[config.mk]
export PLATFORM = sky130hd
export DESIGN_NAME = knn1d_cell
export DESIGN_NICKNAME = d
export VERILOG_FILES = /design/src/hw/rtl/knn1d_pkg.sv /design/src/hw/rtl/knn1d_cell.sv
export SDC_FILE = /design/constraint.sdc
export NUM_CORES = 1
export LEC_CHECK = 0
export ABC_AREA = 1
export BUFFER_PORTS_ARGS = -buffer_cell sky130_fd_sc_hd__buf_4
export CORE_AREA = 2 2 127 129
export CTS_BUF_LIST = sky130_fd_sc_hd__clkbuf_16
export DETAILED_ROUTE_END_ITERATION = 12
export DIE_AREA = 0 0 129 131
export PLACE_DENSITY = 0.69
export SLEW_MARGIN = 0
export SYNTH_ARGS = -nofsm -noshare
export SYNTH_HDL_FRONTEND = slang
export SYNTH_SLANG_ARGS = --single-unit
[constraint.sdc]
create_clock -name clk -period 3.19 [get_ports clk]
set_input_delay 0.1595 -clock clk [delete_from_list [all_inputs] [get_ports clk]]
set_output_delay 0.1595 -clock clk [all_outputs]
set_load 0.02 [all_outputs]
[src/hw/rtl/knn1d_pkg.sv]
package knn1d_pkg;

  localparam int CAPACITY_DEF   = 64;
  localparam int VALUE_BITS_DEF = 32;
  localparam int SAMPLE_BITS    = 32;
  localparam int NC_BITS        = 7;
  localparam int SC_BITS        = 7;
  localparam logic [NC_BITS-1:0] NC_RESET = 7'd3;

  typedef enum logic [1:0] {
    ST_OK   = 2'd0,
    ST_DUP  = 2'd1,
    ST_FULL = 2'd2
  } status_t;

  typedef enum logic [2:0] {
    OP_HOLD,
    OP_INSERT,
    OP_PUSH,
    OP_POP,
    OP_ROT
  } cell_op_t;

  typedef struct packed {
    cell_op_t op;
    logic     rot_m;
    logic     rot_s;
  } cell_ctrl_t;

  typedef enum logic [2:0] {
    S_IDLE,
    S_INS,
    S_SEEK,
    S_MERGE,
    S_RESTORE,
    S_UNSTACK,
    S_DONE
  } state_t;

  typedef struct packed {
    logic                          mode;
    logic signed [SAMPLE_BITS-1:0] sample_value;
    logic                          sample_label;
  } knn_in_t;

  typedef struct packed {
    logic               vote_fail;
    logic [1:0]         status;
    logic [SC_BITS-1:0] stored_count;
  } knn_out_t;

endpackage

[src/hw/rtl/knn1d_cell.sv]
module knn1d_cell
  import knn1d_pkg::*;
#(
  parameter int IDX        = 0,
  parameter int VALUE_BITS = VALUE_BITS_DEF,
  parameter int CW         = 7
) (
  input  logic                  clk,
  input  cell_ctrl_t            ctrl,
  input  logic [VALUE_BITS-1:0] key_val,
  input  logic                  key_lab,
  input  logic [CW-1:0]         count,
  input  logic [CW-1:0]         msz,
  input  logic [CW-1:0]         ssz,
  input  logic [VALUE_BITS-1:0] m0_val,
  input  logic                  m0_lab,
  input  logic [VALUE_BITS-1:0] s0_val,
  input  logic                  s0_lab,
  input  logic [VALUE_BITS-1:0] prev_m_val,
  input  logic                  prev_m_lab,
  input  logic [VALUE_BITS-1:0] prev_s_val,
  input  logic                  prev_s_lab,
  input  logic                  prev_precedes,
  input  logic [VALUE_BITS-1:0] next_m_val,
  input  logic                  next_m_lab,
  input  logic [VALUE_BITS-1:0] next_s_val,
  input  logic                  next_s_lab,
  output logic [VALUE_BITS-1:0] m_val,
  output logic                  m_lab,
  output logic [VALUE_BITS-1:0] s_val,
  output logic                  s_lab,
  output logic                  precedes,
  output logic                  match
);

  localparam logic [CW-1:0] IDX_C = CW'(IDX);
  localparam logic [CW-1:0] IDX1  = CW'(IDX + 1);
  localparam logic          FIRST = (IDX == 0);

  logic live;

  assign live     = (IDX1 <= count);
  assign precedes = live && ((m_val < key_val) || ((m_val == key_val) && !m_lab && key_lab));
  assign match    = live && (m_val == key_val) && (m_lab == key_lab);

  // Main row holds the table (and the right side during a query); the stack
  // row holds the left side with the nearest entry in cell 0.
  always_ff @(posedge clk) begin
    unique case (ctrl.op)
      OP_INSERT: begin
        if (!precedes) begin
          if (FIRST || prev_precedes) begin
            m_val <= key_val;
            m_lab <= key_lab;
          end else if (IDX_C <= count) begin
            m_val <= prev_m_val;
            m_lab <= prev_m_lab;
          end
        end
      end
      OP_PUSH: begin
        m_val <= next_m_val;
        m_lab <= next_m_lab;
        s_val <= FIRST ? m0_val : prev_s_val;
        s_lab <= FIRST ? m0_lab : prev_s_lab;
      end
      OP_POP: begin
        m_val <= FIRST ? s0_val : prev_m_val;
        m_lab <= FIRST ? s0_lab : prev_m_lab;
        s_val <= next_s_val;
        s_lab <= next_s_lab;
      end
      OP_ROT: begin
        if (ctrl.rot_m) begin
          m_val <= (IDX1 == msz) ? m0_val : next_m_val;
          m_lab <= (IDX1 == msz) ? m0_lab : next_m_lab;
        end
        if (ctrl.rot_s) begin
          s_val <= (IDX1 == ssz) ? s0_val : next_s_val;
          s_lab <= (IDX1 == ssz) ? s0_lab : next_s_lab;
        end
      end
      default: begin
      end
    endcase
  end

endmodule
==> flow_summary.yaml <==
outcome:
  status: "completed"
critical_path:
  worst-endpoint-arrival_ns: 2.53
  r2r_slack_ns: 0.61
  critical_path_peak_fanout: 33
  max_stage_delay_ns: 0.59
  worstReg2RegStart: "m_val[15]$_DFFE_PP_"
  timing.rr.end: "m_val[17]$_DFFE_PP_"
  end_kind: "register"
  path_cells: "ha_1 -> nand2_1 -> nor2_1 -> nand4_1 -> inv_1 -> nand2_1 -> nand2_1 -> nand2_1 -> nand2_1 -> nand2_1 -> nand3_1 -> nand2_1 -> inv_2"
  path_delay_family: "simple AND/OR/NAND/NOR gates"
  start_kind: "register"
  cp_common_cell: "nand2_1"
  required_ns: 3.15
  cpMaxStageDelayCell: "inv_2"
  r2r.worst_path.cells: 13
  cp_num_buf_inv: 2
  crit_type: "register to register"
floorplanning:
  placementRows: 46
  dieArea_sq_um: 16900
  ios: 327
  coreArea_sq_um: 15600
  die_w_um: 129
  dieHeight_um: 131
  initial_utilization: 0.3218
drt:
  wl_per_cell_um: 16.90
  via_per_inst: 5.005
  drtIter0Drc: 305
  drc_errors: 0
  firstDrtPassIters: 5
  via_count: 5560
  finalWirelength_mm: 18.77
  ant_nets: 0
pwr:
  pwr-share-seq: 0.379
  power.internal_mw: 2.079
  power_switching_mw: 0.9068
  power_leakage_nw: 3.553
  swShare: 0.3037
  powerDensity_nw_per_um2: 400.4
  combPwrFrac: 0.297
  clock_power_share: 0.323
  vdd_drop_max_mv: 0.2071
  p_total_mw: 2.986
grt:
  antenna_found_initial: 0
  overflow: 0
  grt_pass1_wl_mm: 27.70
  track_usage: 0.2174
  grt_max_degree: 67
  grt_pass1_vias: 5307
logic_synthesis:
  synth_seq_cells: 66
  syn_area_per_cell_sq_um: 7.781
  synthCells: 645
  synth_nets: 936
  yosysTopAreaCellShare: 0.3949
  yosys-top-cells-area: "edfxtp_1 (39%), nand2_1 (13%), inv_1 (8.7%), ha_1 (8.0%), o221ai_1 (5.8%)"
  ys_seq_area_frac: 0.3949
  yosys_warnings: 0
  ys_types: 26
  netlist_area_sq_um: 5019
  synth_area_leader_cell: "edfxtp_1"
clock_tree:
  clock_path_buffers: 2
  clk_pin_slew_ns: 0.06
  clock_sinks: 66
  cts_tree: "built"
  clk_latency_ns: 0.33
  ctsRootBufferMaster: "clkbuf_16"
  cts_setup_buffers: 0
  htreeDepth: 3
  ctsHoldBuffers: 0
  cts_made_buffers: 9
  post_cts_resized: 0
sta:
  tightest_slew_ns: 0.8739
  setup_viol: 0
  slew_headroom: 0.4166
  min_period_ns: 2.579
  drv_slew: 0
  fin_crit_sh: 0.8084
  fmax_mhz: 387.8
  fin_skew_ns: 0.006004
  rsz0062_at_grt: "false"
  hold_viol: 0
  fin_tns_setup_ns: 0
  holdWs_ns: 0.1269
placed_design:
  gp_congestion: 0.8491
  dpl.hpwl_mm: 13.89
  io_buffers: 259
min_path:
  hold_depth: 3
  hp-class: "input port to register"
  hold_start: "next_m_val[25]"
  hold_end: "m_val[25]$_DFFE_PP_"
layout:
  layout.core_utilization: 0.4781
  fin_nets: 1182
  n_antenna_cell: 0
  drive_gt1_frac: 0.3274
  area_delta_synth_final_pct: 48.59
job:
  drv_cap: 0
==> state kept, by name (all words and copies together), names as in the netlist <==
register,cells
m_val,32
s_val,32
m_lab,1
s_lab,1
==> routing by layer <==
layer	global-route usage	share of wire
met3	0.05782	0.091
met1	0.2587	0.41
met2	0.3760	0.48
met5	0	0
met4	0.08568	0.019
==> worst max-delay path by stage <==
stage | to | startpoint | depth (start not counted) | slack [ns]
final | m_val[17]$_DFFE_PP_ | m_val[15]$_DFFE_PP_ | 13 | 0.61
after global routing | m_val[12]$_DFFE_PP_ | m_val[15]$_DFFE_PP_ | 13 | 0.32
after CTS | m_val[9]$_DFFE_PP_ | m_val[15]$_DFFE_PP_ | 13 | 0.52
after detailed placement | m_val[11]$_DFFE_PP_ | m_val[15]$_DFFE_PP_ | 13 | 0.52
after global placement | m_val[2]$_DFFE_PP_ | m_val[15]$_DFFE_PP_ | 13 | 0.62
after floorplan | m_lab$_DFFE_PP_ | m_val[31]$_DFFE_PP_ | 12 | 0.63
==> stage by stage <==
step / cell area [sq um] / setup slack (ns) / cells
floorplan: 5019 / 0.6257 / 645
detailed placement: 7181 / 0.5209 / 1096
CTS: 7457 / 0.5247 / 1111
global route: 7457 / 0.3240 / 1111
finish: 7457 / 0.6114 / 1111
global placement: 7181 / 0.6151 / 1096
==> synth_stat cells <==
| cell | instances |
|---|---|
| a21o_1 | 2 |
| a21oi_1 | 48 |
| and3_1 | 1 |
| buf_2 | 17 |
| buf_4 | 1 |
| clkbuf_1 | 17 |
| edfxtp_1 | 66 |
| ha_1 | 32 |
| inv_1 | 116 |
| inv_2 | 3 |
| nand2_1 | 173 |
| nand3_1 | 1 |
| nand4_1 | 36 |
| nor2_1 | 16 |
| nor2_4 | 2 |
| nor3_1 | 2 |
| nor3_2 | 1 |
| nor3_4 | 1 |
| nor4_1 | 2 |
| nor4b_1 | 2 |
| o211ai_1 | 33 |
| o21a_1 | 2 |
| o21ai_0 | 23 |
| o21ai_1 | 14 |
| o221ai_1 | 33 |
| o22ai_1 | 1 |
==> tightest hold or removal path: stages <==
cell and delay, ns:
buf_4 0.08, nand2_1 0.04, nand4_1 0.07
==> cells by family (layout without fill, tap and decap cells) <==
logic type | Yosys count | in the layout | share of synthesized area
AND/OR/NAND/NOR | 237 | 237 | 0.2062
AO/OA/AOI/OAI | 156 | 156 | 0.1990
buffers and inverters | 154 | 404 | 0.1202
flip-flops | 66 | 66 | 0.3949
adder cells (fa/ha/maj) | 32 | 32 | 0.07978
==> power groups by stage <==
stage / clock [mW] / combinational [mW] / sequential (mW)
CTS: 0.990 / 0.895 / 1.13
finish: 0.966 / 0.888 / 1.13
global placement: 0 / 0.883 / 1.15
global route: 1.03 / 0.973 / 1.14
floorplan: 0 / 0.296 / 1.27
detailed placement: 0 / 0.892 / 1.15
==> placed cells by master, fill, tap and decap left out <==
cell type / instances
a21o_1: 2
a21oi_1: 48
bufinv_16: 1
nand2_1: 172
nor3_1: 2
nor3_4: 2
ha_1: 32
and3_1: 1
o221ai_1: 33
inv_1: 115
nor4_1: 2
o21a_1: 2
edfxtp_1: 66
o22ai_1: 1
clkbuf_16: 9
clkinv_2: 2
nand3_1: 1
buf_12: 1
o211ai_1: 33
nand2_2: 1
clkinv_1: 1
o21ai_0: 23
nor2_1: 16
nor2_4: 2
buf_4: 269
o21ai_1: 14
inv_2: 6
nand4_1: 36
nor4b_1: 2
==> layout make-up <==
cell class / count / area (sq um)
timing repair buffer: 270 / 2039
fill: 1542 / 8140
multi-input combinational: 425 / 2442
clock inverter: 6 / 51.30
sequential: 66 / 1982
clock buffer: 9 / 225.2
tap: 216 / 270.3
inverter: 119 / 446.7
Note: power is estimated with default switching activity, not from simulation.
